**config.mk**
```make
export PLATFORM = sky130hd
export DESIGN_NAME = dirty_rect_tracker
export DESIGN_NICKNAME = d
export VERILOG_FILES = /design/src/hw/rtl/drt_pkg.sv /design/src/hw/rtl/drt_ram.sv /design/src/hw/rtl/drt_clip.sv /design/src/hw/rtl/drt_merge.sv /design/src/hw/rtl/dirty_rect_tracker.sv
export SDC_FILE = /design/constraint.sdc
export NUM_CORES = 1
export LEC_CHECK = 0
export BUFFER_PORTS_ARGS = -buffer_cell sky130_fd_sc_hd__buf_4
export CAP_MARGIN = 30
export CELL_PAD_IN_SITES_DETAIL_PLACEMENT = 1
export CELL_PAD_IN_SITES_GLOBAL_PLACEMENT = 1
export CORE_ASPECT_RATIO = 2
export CORE_MARGIN = 4
export CORE_UTILIZATION = 35
export DETAILED_ROUTE_END_ITERATION = 6
export HOLD_SLACK_MARGIN = 0.02
export PLACE_DENSITY_LB_ADDON = 0.1
export SYNTH_ARGS = -nofsm -noshare
export SYNTH_HDL_FRONTEND = slang
export SYNTH_SLANG_ARGS = --single-unit
```
**constraint.sdc**
```tcl
create_clock -name i_clk -period 10.5 [get_ports i_clk]
set_clock_uncertainty 0.2 [all_clocks]
set_input_delay 1.05 -clock i_clk [delete_from_list [all_inputs] [get_ports i_clk]]
set_output_delay 1.05 -clock i_clk [all_outputs]
set_load 0.01 [all_outputs]
```
**src/hw/rtl/drt_pkg.sv**
```systemverilog
// shared types and constants of the dirty rectangle tracker
// no dependencies
`timescale 1ns / 1ps

package drt_pkg;

    localparam int TABLE_DEPTH = 16;
    localparam int IDX_W       = (TABLE_DEPTH > 1) ? $clog2(TABLE_DEPTH) : 1;
    localparam int CNT_W       = $clog2(TABLE_DEPTH + 1);

    localparam int IN_W        = 16;
    localparam int COORD_W     = 15;
    localparam int SLOT_W      = 4;
    localparam int COUNT_W     = 5;
    localparam int OUTCOME_W   = 2;
    localparam int IN_DATA_W   = 64;
    localparam int OUT_DATA_W  = 72;

    // result kinds carried on tuser
    localparam logic [OUTCOME_W-1:0] OUT_REJECT = 2'd0;
    localparam logic [OUTCOME_W-1:0] OUT_APPEND = 2'd1;
    localparam logic [OUTCOME_W-1:0] OUT_MERGE  = 2'd2;

    // configuration register indexes
    localparam logic CFG_SCREEN_W = 1'b0;
    localparam logic CFG_SCREEN_H = 1'b1;

    localparam logic [COORD_W-1:0] SCREEN_W_RST = 15'd320;
    localparam logic [COORD_W-1:0] SCREEN_H_RST = 15'd240;

    // left in the lowest bits
    typedef struct packed {
        logic [COORD_W-1:0] height;
        logic [COORD_W-1:0] width;
        logic [COORD_W-1:0] top;
        logic [COORD_W-1:0] left;
    } t_rect;

    localparam int RECT_W = $bits(t_rect);

    typedef struct packed {
        logic  ok;
        t_rect rect;
    } t_clip;

endpackage

```
**src/hw/rtl/drt_ram.sv**
```systemverilog
// single-port-write, single-port-read synchronous ram, registered read data
// no dependencies
`timescale 1ns / 1ps

module drt_ram #(
    parameter int WIDTH = 60,
    parameter int DEPTH = 16,
    parameter int AW    = (DEPTH > 1) ? $clog2(DEPTH) : 1
) (
    input  logic             i_clk,
    input  logic             i_we,
    input  logic [AW-1:0]    i_waddr,
    input  logic [WIDTH-1:0] i_wdata,
    input  logic             i_re,
    input  logic [AW-1:0]    i_raddr,
    output logic [WIDTH-1:0] o_rdata
);

    logic [WIDTH-1:0] r_mem [DEPTH];
    logic [WIDTH-1:0] r_rdata;

    always_ff @(posedge i_clk) begin
        if (i_we) begin
            r_mem[i_waddr] <= i_wdata;
        end
        if (i_re) begin
            r_rdata <= r_mem[i_raddr];
        end
    end

    assign o_rdata = r_rdata;

endmodule

```
**src/hw/rtl/drt_clip.sv**
```systemverilog
// clips an incoming rectangle to the screen and registers the result
// depends on drt_pkg
`timescale 1ns / 1ps

module drt_clip (
    input  logic                          i_clk,
    input  logic                          i_load,
    input  logic [drt_pkg::IN_W-1:0]      i_left,
    input  logic [drt_pkg::IN_W-1:0]      i_top,
    input  logic [drt_pkg::IN_W-1:0]      i_width,
    input  logic [drt_pkg::IN_W-1:0]      i_height,
    input  logic [drt_pkg::COORD_W-1:0]   i_screen_w,
    input  logic [drt_pkg::COORD_W-1:0]   i_screen_h,
    output drt_pkg::t_clip                o_clip
);

    import drt_pkg::*;

    logic signed [17:0] x_ext, y_ext, w_ext, h_ext;
    logic signed [17:0] x_end, y_end, sw_ext, sh_ext;
    logic signed [17:0] x_lo, y_lo, x_hi, y_hi, w_clip, h_clip;
    logic               size_ok;
    t_clip              n_clip;
    t_clip              r_clip;

    always_comb begin
        x_ext  = 18'(signed'(i_left));
        y_ext  = 18'(signed'(i_top));
        w_ext  = 18'(signed'(i_width));
        h_ext  = 18'(signed'(i_height));
        sw_ext = signed'({3'b000, i_screen_w});
        sh_ext = signed'({3'b000, i_screen_h});
        // right edge is unchanged by left clipping
        x_end  = x_ext + w_ext;
        y_end  = y_ext + h_ext;
        x_lo   = i_left[IN_W-1] ? 18'sd0 : x_ext;
        y_lo   = i_top[IN_W-1]  ? 18'sd0 : y_ext;
        x_hi   = (x_end > sw_ext) ? sw_ext : x_end;
        y_hi   = (y_end > sh_ext) ? sh_ext : y_end;
        w_clip = x_hi - x_lo;
        h_clip = y_hi - y_lo;
        size_ok = (w_ext > 18'sd0) && (h_ext > 18'sd0);

        n_clip.ok          = size_ok && (w_clip > 18'sd0) && (h_clip > 18'sd0);
        n_clip.rect.left   = x_lo[COORD_W-1:0];
        n_clip.rect.top    = y_lo[COORD_W-1:0];
        n_clip.rect.width  = w_clip[COORD_W-1:0];
        n_clip.rect.height = h_clip[COORD_W-1:0];
    end

    always_ff @(posedge i_clk) begin
        if (i_load) begin
            r_clip <= n_clip;
        end
    end

    assign o_clip = r_clip;

endmodule

```
**src/hw/rtl/drt_merge.sv**
```systemverilog
// bounding box of two on-screen rectangles
// depends on drt_pkg
`timescale 1ns / 1ps

module drt_merge (
    input  drt_pkg::t_rect i_a,
    input  drt_pkg::t_rect i_b,
    output drt_pkg::t_rect o_box
);

    import drt_pkg::*;

    logic [COORD_W:0] a_right, b_right, x1, y1, a_bot, b_bot;
    logic [COORD_W-1:0] x0, y0;

    always_comb begin
        a_right = {1'b0, i_a.left} + {1'b0, i_a.width};
        b_right = {1'b0, i_b.left} + {1'b0, i_b.width};
        a_bot   = {1'b0, i_a.top} + {1'b0, i_a.height};
        b_bot   = {1'b0, i_b.top} + {1'b0, i_b.height};
        x0 = (i_b.left < i_a.left) ? i_b.left : i_a.left;
        y0 = (i_b.top < i_a.top) ? i_b.top : i_a.top;
        x1 = (b_right > a_right) ? b_right : a_right;
        y1 = (b_bot > a_bot) ? b_bot : a_bot;
        o_box.left   = x0;
        o_box.top    = y0;
        o_box.width  = COORD_W'(x1 - {1'b0, x0});
        o_box.height = COORD_W'(y1 - {1'b0, y0});
    end

endmodule

```
**src/hw/rtl/dirty_rect_tracker.sv**
```systemverilog
// top level of the dirty rectangle tracker
// depends on drt_pkg, drt_clip, drt_merge, drt_ram
`timescale 1ns / 1ps

// usage
// - input beats on the s channel carry one rectangle each (left, top, width,
//   height, signed 16 bit). each beat yields exactly one result beat on the
//   m channel: tuser holds the outcome (reject, append, merge), tdata holds
//   the slot written, the stored rectangle and the entry count afterwards
// - screen size is set through the write port (index 0 width, 1 height);
//   write it only while no beat is in flight
// - one beat at a time: the clip is registered on acceptance, the next cycle
//   decides and, for append or reject, loads the output register once it is
//   free. a merge reads entry 0 from the table ram, whose read data is
//   registered, and writes the bounding box back from the read state
// - the result is registered; a new beat is taken only once the state
//   machine is back in idle, a merge adding the ram read as an extra step
// - a stalled result sits in the output register while the next beat is
//   accepted and clipped; the result then waits until the register frees
// - reset clears the count, the state machine and the output valid and
//   loads the screen size 320 x 240; the table ram is not cleared, since an
//   entry is only read back after it was written

module dirty_rect_tracker (
    input  logic                               i_clk,
    input  logic                               i_rst_n,
    // s channel: left[15:0], top[31:16], width[47:32], height[63:48]
    input  logic                               i_s_tvalid,
    output logic                               o_s_tready,
    input  logic [drt_pkg::IN_DATA_W-1:0]      i_s_tdata,
    // m channel: slot[3:0], left[18:4], top[33:19], width[48:34],
    // height[63:49], count[68:64], zero fill[71:69]
    output logic                               o_m_tvalid,
    input  logic                               i_m_tready,
    output logic [drt_pkg::OUT_DATA_W-1:0]     o_m_tdata,
    // outcome[1:0]
    output logic [drt_pkg::OUTCOME_W-1:0]      o_m_tuser,
    // configuration writes
    input  logic                               i_cfg_we,
    input  logic                               i_cfg_addr,
    input  logic [drt_pkg::COORD_W-1:0]        i_cfg_wdata
);

    import drt_pkg::*;

    localparam logic [1:0] S_IDLE   = 2'd0;
    localparam logic [1:0] S_DECIDE = 2'd1;
    localparam logic [1:0] S_READ   = 2'd2;

    logic [1:0]            r_state, n_state;
    logic [CNT_W-1:0]      r_count, n_count;
    logic [COORD_W-1:0]    r_screen_w, r_screen_h;

    // output register
    logic                  r_out_valid, n_out_valid;
    logic [OUTCOME_W-1:0]  r_out_user, n_out_user;
    logic [OUT_DATA_W-1:0] r_out_data, n_out_data;

    logic                  s_accept, out_free, full;
    t_clip                 clip;
    t_rect                 entry0, merged, out_rect;
    logic [SLOT_W-1:0]     out_slot;

    // table ram ports
    logic                  ram_we, ram_re;
    logic [IDX_W-1:0]      ram_waddr;
    logic [RECT_W-1:0]     ram_wdata, ram_rdata;

    assign o_s_tready = (r_state == S_IDLE);
    assign s_accept   = i_s_tvalid && o_s_tready;
    assign out_free   = !r_out_valid || i_m_tready;
    assign full       = (r_count >= CNT_W'(TABLE_DEPTH));
    assign entry0     = t_rect'(ram_rdata);

    drt_clip u_clip (
        .i_clk      (i_clk),
        .i_load     (s_accept),
        .i_left     (i_s_tdata[15:0]),
        .i_top      (i_s_tdata[31:16]),
        .i_width    (i_s_tdata[47:32]),
        .i_height   (i_s_tdata[63:48]),
        .i_screen_w (r_screen_w),
        .i_screen_h (r_screen_h),
        .o_clip     (clip)
    );

    drt_merge u_merge (
        .i_a   (entry0),
        .i_b   (clip.rect),
        .o_box (merged)
    );

    // reads and writes of the table never fall in the same cycle: a write
    // ends an item, and the next read comes only from a later beat after idle
    drt_ram #(
        .WIDTH (RECT_W),
        .DEPTH (TABLE_DEPTH),
        .AW    (IDX_W)
    ) u_table (
        .i_clk   (i_clk),
        .i_we    (ram_we),
        .i_waddr (ram_waddr),
        .i_wdata (ram_wdata),
        .i_re    (ram_re),
        .i_raddr ('0),
        .o_rdata (ram_rdata)
    );

    always_comb begin
        n_state     = r_state;
        n_count     = r_count;
        n_out_valid = r_out_valid && !i_m_tready;
        n_out_user  = r_out_user;
        n_out_data  = r_out_data;
        ram_we      = 1'b0;
        ram_re      = 1'b0;
        ram_waddr   = r_count[IDX_W-1:0];
        ram_wdata   = clip.rect;
        out_rect    = '0;
        out_slot    = '0;

        case (r_state)
            S_IDLE: begin
                if (s_accept) begin
                    n_state = S_DECIDE;
                end
            end
            S_DECIDE: begin
                if (clip.ok && full) begin
                    // fetch slot zero for the bounding box
                    ram_re  = 1'b1;
                    n_state = S_READ;
                end else if (out_free) begin
                    if (clip.ok) begin
                        ram_we     = 1'b1;
                        n_count    = r_count + 1'b1;
                        out_rect   = clip.rect;
                        out_slot   = SLOT_W'(r_count);
                        n_out_user = OUT_APPEND;
                    end else begin
                        n_out_user = OUT_REJECT;
                    end
                    n_out_valid = 1'b1;
                    n_out_data  = {3'b000, COUNT_W'(n_count), out_rect, out_slot};
                    n_state     = S_IDLE;
                end
            end
            S_READ: begin
                if (out_free) begin
                    ram_we      = 1'b1;
                    ram_waddr   = '0;
                    ram_wdata   = merged;
                    n_count     = CNT_W'(1);
                    out_rect    = merged;
                    n_out_user  = OUT_MERGE;
                    n_out_valid = 1'b1;
                    n_out_data  = {3'b000, COUNT_W'(n_count), out_rect, out_slot};
                    n_state     = S_IDLE;
                end
            end
            default: begin
                n_state = S_IDLE;
            end
        endcase
    end

    always_ff @(posedge i_clk) begin
        if (!i_rst_n) begin
            r_state     <= S_IDLE;
            r_count     <= '0;
            r_out_valid <= 1'b0;
            r_screen_w  <= SCREEN_W_RST;
            r_screen_h  <= SCREEN_H_RST;
        end else begin
            r_state     <= n_state;
            r_count     <= n_count;
            r_out_valid <= n_out_valid;
            if (i_cfg_we) begin
                case (i_cfg_addr)
                    CFG_SCREEN_W: r_screen_w <= i_cfg_wdata;
                    CFG_SCREEN_H: r_screen_h <= i_cfg_wdata;
                    default: begin
                    end
                endcase
            end
        end
    end

    // payload needs no reset
    always_ff @(posedge i_clk) begin
        r_out_user <= n_out_user;
        r_out_data <= n_out_data;
    end

    assign o_m_tvalid = r_out_valid;
    assign o_m_tuser  = r_out_user;
    assign o_m_tdata  = r_out_data;

endmodule

```
After elaboration in Yosys (flattened, before gate mapping). Memories as Yosys holds them, arrays and structs flattened. A register that Yosys moved wholly into a read port is not among the register bits. Cells that the tools add are included.

Add/sub/neg operators: 11. Bitwise gates (word level): 1. Reduce and logical (&&, ||, !) cells: 14. Div/mod/pow operators: 0. Order comparisons: 11. $mul: 0. Mux-type cells: 44. Eq/ne operators: 6. Shift-type cells: 0.

Operators with widths (number): 72-bit two-way mux (3); 60-bit two-way mux (3); 72-bit one-hot mux with 2 select lines (1); 15-bit two-way mux (6); 15-bit by 15-bit adder with 16-bit output (4); 18-bit by 1-bit > comparator with 1-bit output (second input constant) (2); 18-bit by 16-bit > comparator with 1-bit output (2); 18-bit two-way mux (2); 18-bit subtractor (2); 16-bit by 16-bit adder with 17-bit output (2); 16-bit by 1-bit > comparator with 1-bit output (second input constant) (2); 16-bit > comparator (2); 15-bit < comparator (2); 15-bit subtractor (2); 5-bit two-way mux (4); 2-bit two-way mux (6); 4-bit two-way mux (3); 1-bit two-way mux (11); 5-bit one-hot mux with 2 select lines (1); 1-bit logical AND (6); 2-bit inequality test (second input constant) (3); 2-bit one-hot mux with 3 select lines (1); 5-bit by 1-bit adder with 5-bit output (second input constant) (1); 5-bit >= comparator (second input constant) (1); other kinds (12) (15).

Bits in latches: 0. Bits in read-only memories: 0. Logic and storage cells: 100. Memory bits (writable): 960. Output and inout port bits: 76. Memories kept: 1. Register bits after elaboration: 173. Bits of input ports: 85.

Memory list: u_table.r_mem (depth 16, width 60, rd ports 1, clocked after memory_dff 1, write ports 1, line drt_ram.sv:19) `logic [WIDTH-1:0] r_mem [DEPTH];`.

Depth between registers and ports, before layout. Gate-level depths: netlist of run 1.

Word-level depth: 7. Gate-level depth with buffers: 34. Mapped depth without buffers: 32.

Cells and area by module. A second synthesis of run 1 with hierarchy kept.

Cells, all modules: 3565. Area, all modules: 55410.6 sq um.

By module, submodules not included: drt_ram (times used 1, cells each 1548, area an instance 37707.4 sq um, sequential area each 30629.4 sq um); drt_clip (times used 1, cells each 708, area an instance 6490.0 sq um, sequential area each 1831.8 sq um); drt_merge (times used 1, cells each 800, area an instance 5854.4 sq um, sequential area each 0.0 sq um); dirty_rect_tracker (times used 1, cells each 509, area an instance 5358.9 sq um, sequential area each 2892.8 sq um).

Worst setup path before layout of run 1. No wires, ideal clock.

Path type: in2reg. Start point: input i_s_tdata[16] (netlist bit). End point: register u_clip.r_clip, in the netlist u_clip.o_clip[60] (data pin). Setup slack: 2881 ps. Setup time: 268 ps. Arrival time: 7151 ps. Buffers on the path: 2. Stages: 31. Data required time: 10032 ps. Cells stage by stage: ha_1 inv_1 fa_1 nor2b_1 o21ai_2 a211oi_2 a2bb2oi_2 a21o_1 a21oi_1 xnor2_1 ha_1 a21o_1 a21oi_1 o21ai_0 a211o_1 ha_1 o21a_1 buf_4 buf_4 mux2i_1 ha_1 inv_1 fa_1 a21o_1 a21o_1 xor2_1 or4b_1 or4_1 or3_1 a2111oi_1 nor3b_1.

RTL lines: start: declaration (line dirty_rect_tracker.sv:30) `input logic [drt_pkg::IN_DATA_W-1:0] i_s_tdata,`; end signal: assignment (line drt_clip.sv:53) `r_clip <= n_clip;`; end: declaration (line drt_clip.sv:24) `t_clip r_clip;`.

Final worst setup path of run 1.
Start point: register u_table.r_rdata[0] (netlist: u_table.o_rdata[0]) (read register of u_table.r_mem). End point: memory u_table.r_mem[0][44] (data pin).

Word-level cells in the longest chain between the ends: 6. Elaborated cells on any way between the ends: 8. Those cells by class: add/sub (2); order compare (2); mux (4).

Ends and longest elaborated chain: start: declaration (line drt_ram.sv:20) `logic [WIDTH-1:0] r_rdata;`; 15-bit by 15-bit adder with 16-bit output (line drt_merge.sv:17) `a_right = {1'b0, i_a.left} + {1'b0, i_a.width};`; 16-bit > comparator (line drt_merge.sv:23) `x1 = (b_right > a_right) ? b_right : a_right;`; 15-bit two-way mux (line drt_merge.sv:23); 15-bit subtractor * (line drt_merge.sv:27) `o_box.width = COORD_W'(x1 - {1'b0, x0});`; 60-bit two-way mux * (line dirty_rect_tracker.sv:149) `if (out_free) begin`; 60-bit two-way mux * (line dirty_rect_tracker.sv:122) `case (r_state)`; net ram_wdata[44] (line dirty_rect_tracker.sv:67) `logic [RECT_W-1:0] ram_wdata, ram_rdata;`; end: declaration (line drt_ram.sv:19).

The timed path passes the listed nets; every way through them passes the cells marked *.

==> results.ini, run 1 <==
[global_route]
antenna_found_initial = 3
grt_pass1_vias = 17600
grt_first_pass_wirelength_um = 102000
grt_max_degree = 68
globalRouteTotalUtil = 0.212
grt-ovfl-total = 0

[logic_synthesis]
ys_seq_area_frac = 0.405
yosys-top-cells-area = edfxtp_1 (37%), ha_1 (15%), dfxtp_1 (3.7%), nand2_1 (3.5%), xnor2_1 (3.5%)
synthDominantCellAreaShare = 0.368
synth_ff_type = edfxtp_1
synth_cells = 2027
ys_warn_count = 0
synth_seq_cells = 290
synth_edf_count = 252
ys_types = 85
synth_commonest_cells = edfxtp_1 (252), ha_1 (247), nand2_1 (192), inv_1 (163), o21ai_0 (130)
async_flop_share = 0
post-synth-top-count-cell = edfxtp_1
synth_top_area_cell = edfxtp_1
synthesis.area_mm2 = 0.0206
syn_area_per_cell_um2 = 10.1

[critical_path]
critPathMaxStageDelay_ns = 0.62
path_max_fanout = 18
critPathKind = register to register
endpoint_kind = register
arrival_ns = 8.62
start_kind = register
path_common_cell = o21ai_0
required_ns = 10.63
slowest_stage = o41ai_1

[power_and_ir_drop]
total_power_mw = 4.84
power_density_mw_per_mm2 = 204
vdd_ir_drop_max_mv = 0.129
power_leakage_nw = 10.1

[drt]
routed-wl-met2_um = 37500
drtIter0Drc = 637
num_vias = 15900
totalWireLength_um = 66600
drc = 0
vias_per_cell = 5.35
dr.max_layer_used = met5
wl_met1_um = 24500
wl_met3_um = 2150
post_drt_wl_per_cell_um = 22.4
antenna_left = 0
dr.pass1.iters = 4

[clocking]
insertion_delay_ns = 0.59
postCtsSetupRepairBufs = 0
clockBufferDepth = 3
clk_pin_slew_ns = 0.07
post_cts_resized = 0
clock-root-buffer = clkbuf_16
hold_buffers = 0
cts_tree = yes
clkSinkCount = 290
cts_buffers = 29
h-tree-depth = 1

[sta]
rsz0062_at_grt = no
setup_viol = 0
worstMarginPinSlew_ns = 1.00
relSlewSlack = 0.332
min_period_over_period = 0.808
period_needed_ns = 8.49
hold_violations = 0
max_freq_ghz = 0.118
setup_ws_ns = 2.01
slew_violations = 0
setup-tns-final_ns = 0
holdWs_ns = 0.216

[placement]
pre_cts_slack_ns = 1.39
hpwl_um = 54700
gp_congestion = 0.889
port_buffers = 157
numPlacedInstances = 2913

[die]
dieArea_mm2 = 0.0629
dieWidth_um = 179
fp.dieH_um = 351
num_rows = 125
core_mm2 = 0.0582
ioPinCount = 161
initial_core_util = 0.353

[finish]
syn2layout_area_growth_pct = 15.2
nNetsFinal = 2524
drive_gt1_frac = 0.145
finalNonFillerCells = 2969

[run]
drv_cap = 0

[run_status]
status = finished clean

[hold_path]
hold_path_class = register to register

-- final timing paths --
kind / startpoint / end / slack (ns) / depth (start not counted)
setup / recovery: u_table.o_rdata[0] / u_table.r_mem[0][44] / 2.01 / 29
hold / removal: u_table.r_mem[0][33] / u_table.o_rdata[33] / 0.22 / 0
setup reg to reg: u_table.o_rdata[0] / u_table.r_mem[0][44] / 2.01 / 29
hold reg to reg: u_table.r_mem[0][33] / u_table.o_rdata[33] / 0.22 / 0
-- cell usage in the layout (no fill, tap or decap), types with 10 or more instances in the layout --
master,instances
a21boi_0,28
and2_1,10
fa_1,10
ha_1,246
nor2b_1,30
a21o_1,58
a211oi_1,18
buf_4,172
nand4_1,21
inv_1,161
nor2_1,118
a31oi_1,10
dfxtp_1,38
o21ai_0,130
or3_1,11
mux2_2,53
a22o_1,22
nor4_1,10
o211ai_1,16
mux2i_1,45
nand3_1,35
xor2_1,39
o21bai_1,15
edfxtp_1,252
nand2b_1,45
o21a_1,28
nand2_1,191
a21oi_1,102
nor3_1,28
xnor2_1,82
clkbuf_16,29
-- where the power goes --
| group | leakage [nW] | internal (mW) | total, mW | switching (mW) |
|---|---|---|---|---|
| Combinational | 6.92 | 0.949 | 2.23 | 1.28 |
| Sequential | 2.67 | 1.37 | 1.45 | 0.0833 |
| Clock | 0.505 | 0.662 | 1.15 | 0.492 |
| Total | 10.1 | 2.98 | 4.84 | 1.86 |
-- cell type report --
cell class              count  area [µm²]
well taps                 762         953
clock inverters            22         295
flip-flops and latches    290        8330
diodes                      2        5.00
multi-input cells        1524       11400
fillers                  6601       34500
clock buffers              32         737
inverters                 163         613
repair buffers            174        1320
-- through the flow --
step	cell area, µm²	utilization
floorplan	20600	-
global placement	22600	0.389
finish	23700	0.407
detailed placement	22700	0.389
global route	23700	0.407
CTS	23700	0.407
-- routing by layer --
metal  up-vias  track usage
met4         4       0.0713
li1       7687            -
met3        89       0.0238
met2       271        0.426
met5         -            0
met1      7826        0.222
-- cell families after synthesis --
| family | after synthesis | synth area share |
|---|---|---|
| fa+ha+maj | 258 | 0.161 |
| xor+xnor | 121 | 0.0515 |
| other cells | 1 | 0.000182 |
| flops | 290 | 0.405 |
| mux | 105 | 0.0560 |
| buf+inv | 215 | 0.0407 |
| compound gates | 499 | 0.162 |
| simple gates | 538 | 0.124 |
-- registers in the layout, indices dropped and copies added (netlist names) --
name,count
o_m_tdata,69
u_clip.o_clip,61
u_table.o_rdata,60
u_table.r_mem,60
r_screen_h,15
r_screen_w,15
r_count,5
o_m_tuser,2
r_state,2
o_m_tvalid,1
-- critical path, delay by kind of cell, from the launching register on --
kind	cells	cell delay (ns)
AOI/OAI and AO/OA	14	4.32
xor gates and xnor gates	3	0.63
adders and majority gates	5	1.62
buffers and inverters	2	0.34
DFF	1	0.42
muxes	1	0.27
and+or+nand+nor	4	0.41
(Power assumes the default switching activity.)
==> inputs of run 2 (changes only) <==
- clock period: 10.5 -> 7.6 ns (I/O delays scaled with it)
==> run 2 against run 1 <==
- critical path depth increased by 2
- largest cell class unchanged
- critical endpoint is now u_clip.o_clip[60]
- sequential power is 37% higher
- sequential share of layout area down 2.6 points
- utilization up 3.2 points
- count of clock-buffer cells in the layout rose by 2
==> results.ini, run 2 (same netlist as run 1, synthesis figures left out) <==
[finish]
syn2layout_area_growth_pct = 24.3
seq_area_mm2 = 0.00833  ; unchanged
mostFrequentLayoutCell = buf_4
fillers = 6636  ; +0.53%
nNetsFinal = 2750  ; +9.0%
stdcell_area_mm2 = 0.0256  ; +7.9%
largest_register_ffs = 69  ; unchanged
finalNonFillerCells = 3192  ; +7.5%
multi_input_area_mm2 = 0.0117  ; +2.3%
drive_gt1_frac = 0.242  ; +0.0969
final_core_util = 0.439  ; +0.0322
mostFrequentLayoutCells = buf_4 (398), edfxtp_1 (252), ha_1 (243), nand2_1 (191), inv_1 (161)
diodes = 0  ; -2

[die]
core_mm2 = 0.0582  ; unchanged
num_rows = 125  ; unchanged
initial_core_util = 0.353  ; unchanged
ioPinCount = 161  ; unchanged
fp.dieH_um = 351  ; unchanged
dieWidth_um = 179  ; unchanged
dieArea_mm2 = 0.0629  ; unchanged

[sta]
period_needed_ns = 7.33
max_freq_ghz = 0.136
setup_viol = 0  ; unchanged
setup_ws_ns = 0.269  ; -1.74 ns
worstMarginPinSlew_ns = 0.948  ; -0.0531 ns
min_period_over_period = 0.965
holdWs_ns = 0.212  ; -0.00402 ns
relSlewSlack = 0.368  ; +0.0354
slew_violations = 0  ; unchanged
setup-tns-final_ns = 0  ; unchanged
hold_violations = 0  ; unchanged

[critical_path]
arrival_ns = 7.45  ; -1.17 ns
required_ns = 7.72  ; -2.91 ns
slowest_stage = or4b_1
path_common_cell = a21o_1
critPathMaxStageDelay_ns = 0.51  ; -0.11 ns
path_max_fanout = 3  ; -15
endpoint_kind = register
start_kind = primary input
critPathKind = primary input to register

[clocking]
h-tree-depth = 1  ; unchanged
cts_buffers = 30  ; +3.4%
clk_pin_slew_ns = 0.07  ; about the same
clock-root-buffer = clkbuf_16
clockBufferDepth = 3  ; unchanged
cts_tree = yes
clkSinkCount = 290  ; unchanged
insertion_delay_ns = 0.59  ; about the same
hold_buffers = 0  ; unchanged

[placement]
pre_cts_slack_ns = -0.685  ; -2.07 ns
hpwl_um = 55600  ; +1.8%
numPlacedInstances = 3128  ; +7.4%
port_buffers = 157  ; unchanged
dpl_cell_area_mm2 = 0.0242  ; +7.1%
gp_congestion = 0.966  ; +8.6%

[drt]
post_drt_wl_per_cell_um = 21.2  ; -5.7%
dr.pass1.iters = 4  ; unchanged
vias_per_cell = 5.26  ; -1.6%
antenna_left = 0  ; unchanged
totalWireLength_um = 67600  ; +1.4%
drtIter0Drc = 619  ; -2.8%
drc = 0  ; unchanged
num_vias = 16800  ; +5.8%

[global_route]
antenna_found_initial = 3  ; unchanged
globalRouteTotalUtil = 0.214  ; +0.00205
grt-ovfl-total = 0  ; unchanged
grt_first_pass_wirelength_um = 103000  ; +1.5%
grt_max_degree = 72  ; +5.9%
grt_pass1_vias = 18600  ; +5.4%

[power_and_ir_drop]
power_leakage_nw = 11.2  ; +11%
pwr-share-seq = 0.272  ; -0.028
total_power_mw = 7.31  ; +51%
vdd_ir_drop_max_mv = 0.215  ; +67%
internal-power_mw = 4.60  ; +54%
clock_power_share = 0.204  ; -0.034
power_density_mw_per_mm2 = 286  ; +40%
swShare = 0.370  ; -0.0139
netSwitchingPower_mw = 2.70  ; +46%
combPwrFrac = 0.524  ; +0.063

[run_status]
status = finished clean

[run]
drv_cap = 0  ; unchanged

[hold_path]
hold_path_class = register to register

## run 2: worst paths after layout
kind	from	endpoint	slack, ns	cells after the start
max reg2reg	u_clip.o_clip[16]	o_m_tdata[58]	0.41	31
min reg2reg	u_table.r_mem[0][36]	u_table.o_rdata[36]	0.21	0
max	i_s_tdata[16]	u_clip.o_clip[60]	0.27	31
min	u_table.r_mem[0][36]	u_table.o_rdata[36]	0.21	0
## run 2: timing repair
action | 4_1_cts | 5_1_grt
pin swaps | 2 | 26
endpoints found under the setup margin | 19 | 20
gates resized for setup | 12 | 48
cloned | 0 | 0
buffers inserted | 1 | 9
## run 2: critical path, delay by kind of cell
kind	cells	cell delay, ns
fa+ha+maj	6	1.75
mux	1	0.22
buf+inv	4	0.36
xor+xnor	2	0.40
simple gates	5	1.51
compound gates	13	2.44
## run 2: cell type report
class	count	area share
Tap cell	762	0.0373
Clock inverter	20	0.00720
Sequential cell	290	0.326
Multi-Input combinational cell	1524	0.458
Clock buffer	34	0.0308
Timing Repair Buffer	399	0.117
Inverter	163	0.0240
## run 2: power by group through the flow
stage	Sequential (mW)	Combinational, mW	Clock, mW
final	1.99	3.83	1.49
after global routing	2.00	4.25	1.59
after CTS	1.99	3.74	1.54
after detailed placement	2.02	3.69	0
after global placement	2.02	3.59	0
after floorplan	1.99	2.25	0
## run 2: routing by layer
layer / GRT usage / vias up / part of all wire
met5: 0 / - / 0.00046
met2: 0.424 / 292 / 0.56
li1: - / 8142 / -
met3: 0.0251 / 106 / 0.034
met4: 0.0893 / 6 / 0.045
met1: 0.221 / 8254 / 0.36
==> inputs of run 3 (changes only) <==
- SYNTH_HIERARCHICAL: not set -> 1
- clock period: 7.6 -> 7.1 ns (I/O delays scaled with it)
==> run 3 against run 2 <==
- sequential share of layout area rose by 21 points
- wire length increased to 2.7 times the previous value
- area after synthesis increased to 2.7 times the previous value
- register-to-register slack got worse by 0.16 ns
- total power rose to 2.8 times the previous value
- count of clock-buffer cells in the layout increased by 82
- via count grew 100%
- critical path type unchanged
==> results.ini, run 3 <==
[run_status]
status = finished clean

[logic_synthesis]
yosys-top-cells-area = edfxtp_1 (62%), mux4_2 (9.8%), ha_1 (5.5%), nand2_1 (1.9%), a22oi_1 (1.6%)
synth_edf_count = 1152  ; +360%
ys_seq_area_frac = 0.638  ; +0.233
synthesis.area_mm2 = 0.0554  ; +170%
ys_warn_count = 6  ; +6
post-synth-top-count-cell = edfxtp_1
async_flop_share = 0  ; unchanged
synth_ff_type = edfxtp_1
synth_top_area_cell = edfxtp_1
ys_types = 92  ; +8.2%
synth_seq_cells = 1190  ; +310%
syn_area_per_cell_um2 = 15.5  ; +53%
synth_cells = 3565  ; +76%
synthDominantCellAreaShare = 0.624  ; +0.256
synth_commonest_cells = edfxtp_1 (1152), nand2_1 (275), ha_1 (245), mux4_2 (240), inv_1 (169)

[global_route]
use_met1 = 0.238  ; +0.0166
grt.busiest_layer = met2
grt_max_degree = 241  ; +230%
antenna_found_initial = 8  ; +5
grt-ovfl-total = 0  ; unchanged
grt_first_pass_wirelength_um = 257000  ; +150%
grt_pass1_vias = 37300  ; +100%
globalRouteTotalUtil = 0.217  ; +0.00262
grtUsageMet2 = 0.419  ; -0.00434
use_met3 = 0.0210  ; -0.00406

[power_and_ir_drop]
power_density_mw_per_mm2 = 309  ; +8.0%
total_power_mw = 20.5  ; +180%
power_leakage_nw = 23.9  ; +110%
vdd_ir_drop_max_mv = 0.208  ; -3.4%

[critical_path]
path_max_fanout = 6  ; +3
start_kind = primary input
endpoint_kind = register
arrival_ns = 7.10  ; -0.35 ns
slowest_stage = o41a_1
setup.worst_path.end = u_clip/o_clip[60]
reg2reg_to = o_m_tdata[63]
required_ns = 7.34  ; -0.38 ns
ff2ff_setup_slack_ns = 0.25  ; -0.16 ns
worstReg2RegStart = u_clip/o_clip[16]
critPathKind = primary input to register
critPathMaxStageDelay_ns = 0.39  ; -0.12 ns
r2r_cells = 35  ; +13%
critPathLaunch = i_s_tdata[32]
path_common_cell = buf_4

[finish]
nNetsFinal = 4484  ; +63%
syn2layout_area_growth_pct = 19.7
largest-register = u_table/r_mem
finalNonFillerCells = 6319  ; +98%
largest_register_ffs = 960  ; +1300%
fillers = 15700  ; +140%
mostFrequentLayoutCell = edfxtp_1
drive_gt1_frac = 0.285  ; +0.0430
stdcell_area_mm2 = 0.0663  ; +160%
mostFrequentLayoutCells = edfxtp_1 (1152), buf_4 (573), nand2_1 (275), ha_1 (243), mux4_2 (240)

[clocking]
clkSinkCount = 1190  ; +310%
h-tree-depth = 3  ; +2
clock-root-buffer = clkbuf_16
clk_pin_slew_ns = 0.08  ; about the same
cts_tree = yes
cts_buffers = 105  ; +250%
insertion_delay_ns = 0.71  ; +0.12 ns
clockBufferDepth = 3  ; unchanged

[placement]
numPlacedInstances = 6102  ; +95%
hpwl_um = 118000  ; +110%
port_buffers = 157  ; unchanged
gp_congestion = 0.850  ; -12%
dpl_cell_area_mm2 = 0.0622  ; +160%

[die]
ioPinCount = 161  ; unchanged
num_rows = 206  ; +65%
initial_core_util = 0.352  ; -0.00159
dieArea_mm2 = 0.165  ; +160%
dieWidth_um = 289  ; +61%
fp.dieH_um = 571  ; +63%
core_mm2 = 0.157  ; +170%

[drt]
drc = 0  ; unchanged
vias_per_cell = 5.37  ; +2.0%
dr.pass1.iters = 5  ; +1
num_vias = 33900  ; +100%
drtIter0Drc = 1898  ; +210%
post_drt_wl_per_cell_um = 28.5  ; +35%
antenna_left = 0  ; unchanged
totalWireLength_um = 180000  ; +170%

[sta]
hold_violations = 0  ; unchanged
rsz0062_at_grt = yes
relSlewSlack = 0.0276  ; -0.340
min_period_over_period = 0.967
max_freq_ghz = 0.146
period_needed_ns = 6.86
setup_viol = 0  ; unchanged
worstMarginPinSlew_ns = 1.46  ; +0.510 ns
holdWs_ns = 0.0731  ; -0.139 ns
setup-tns-final_ns = 0  ; unchanged
slew_violations = 0  ; unchanged

[run]
drv_cap = 0  ; unchanged

[hold_path]
hold_path_class = primary input to register

run 3: cell types whose count changed after synthesis, sizes merged, moves of 16 or more:
cell,previous run,this run
a22oi,1,122
mux2,60,98
edfxtp,252,1152
mux2i,45,25
mux4,0,240
nand2,192,276
clkbuf,41,59
a21oi,105,155
and2,10,26
a21boi,29,5
buf,11,80
nor3,29,45
run 3: final cells by class:
type                       instances  area, µm²  area share
timing repair buffer             597       4750      0.0717
tap                             2080       2600      0.0393
sequential                      1190      35400       0.533
clock buffer                     116       2690      0.0406
antenna                            4       10.0    0.000151
multi-input combinational       2081      19400       0.292
clock inverter                    82        886      0.0134
inverter                         169        636     0.00959
run 3: worst min-delay path by stage:
stage                               start        endpoint  slack (ns)  cells past startpoint
after global routing      i_cfg_wdata[14]  r_screen_w[14]        0.06                      3
after detailed placement   r_screen_h[11]  r_screen_h[11]        0.28                      2
after floorplan             r_screen_h[1]   r_screen_h[1]        0.24                      2
after global placement      r_screen_w[1]   r_screen_w[1]        0.27                      2
after CTS                 i_cfg_wdata[14]  r_screen_w[14]        0.03                      3
final                     i_cfg_wdata[14]  r_screen_h[14]        0.07                      3
run 3: cells by family (layout without fill, tap and decap cells):
logic type | count (synthesis) | count (layout) | share of synthesized area
AO/OA/AOI/OAI | 664 | 664 | 0.0811
AND/OR/NAND/NOR | 670 | 670 | 0.0574
adder cells (fa/ha/maj) | 255 | 255 | 0.0589
other | 1 | 17 | 0.0000677
multiplexers | 363 | 365 | 0.122
XOR/XNOR | 114 | 114 | 0.0184
flip-flops | 1190 | 1190 | 0.638
buffers and inverters | 308 | 964 | 0.0239
run 3: per-stage QoR:
step                      setup WS (ns)   util
after global routing            -0.0921  0.421
final                             0.237  0.421
after global placement            -1.03  0.395
after CTS                       0.00657  0.419
after detailed placement          -1.02  0.395
after floorplan                  0.0615      -
run 3: report_power, final:
| part | leakage, nW | total (mW) | switching (mW) | internal, mW |
|---|---|---|---|---|
| clock network | 1.73 | 5.99 | 2.71 | 3.28 |
| registers | 10.8 | 8.25 | 0.127 | 8.13 |
| logic | 11.4 | 6.22 | 3.40 | 2.82 |
| total | 23.9 | 20.5 | 6.24 | 14.2 |
run 3: timing repair:
action,CTS,global route
endpoints found under the setup margin,205,169
hold endpoints to repair,1,0
pin swaps,13,22
hold buffers,1,0
resized for setup,40,59
setup buffers,4,8
gates cloned,1,1
run 3: routing by layer:
| metal | wire, µm | vias to the layer above |
|---|---|---|
| li1 | - | 15200 |
| met1 | 65400 | 17800 |
| met2 | 101000 | 682 |
| met3 | 5300 | 267 |
| met4 | 8430 | 0 |
| met5 | 0 | - |
run 3: critical path, delay by kind of cell:
| family | cells | cell delay, ns |
|---|---|---|
| AO/OA/AOI/OAI | 12 | 2.54 |
| AND/OR/NAND/NOR | 8 | 1.47 |
| adder cells (fa/ha/maj) | 4 | 1.01 |
| buffers and inverters | 7 | 0.98 |
| multiplexers | 1 | 0.33 |
| XOR/XNOR | 1 | 0.07 |
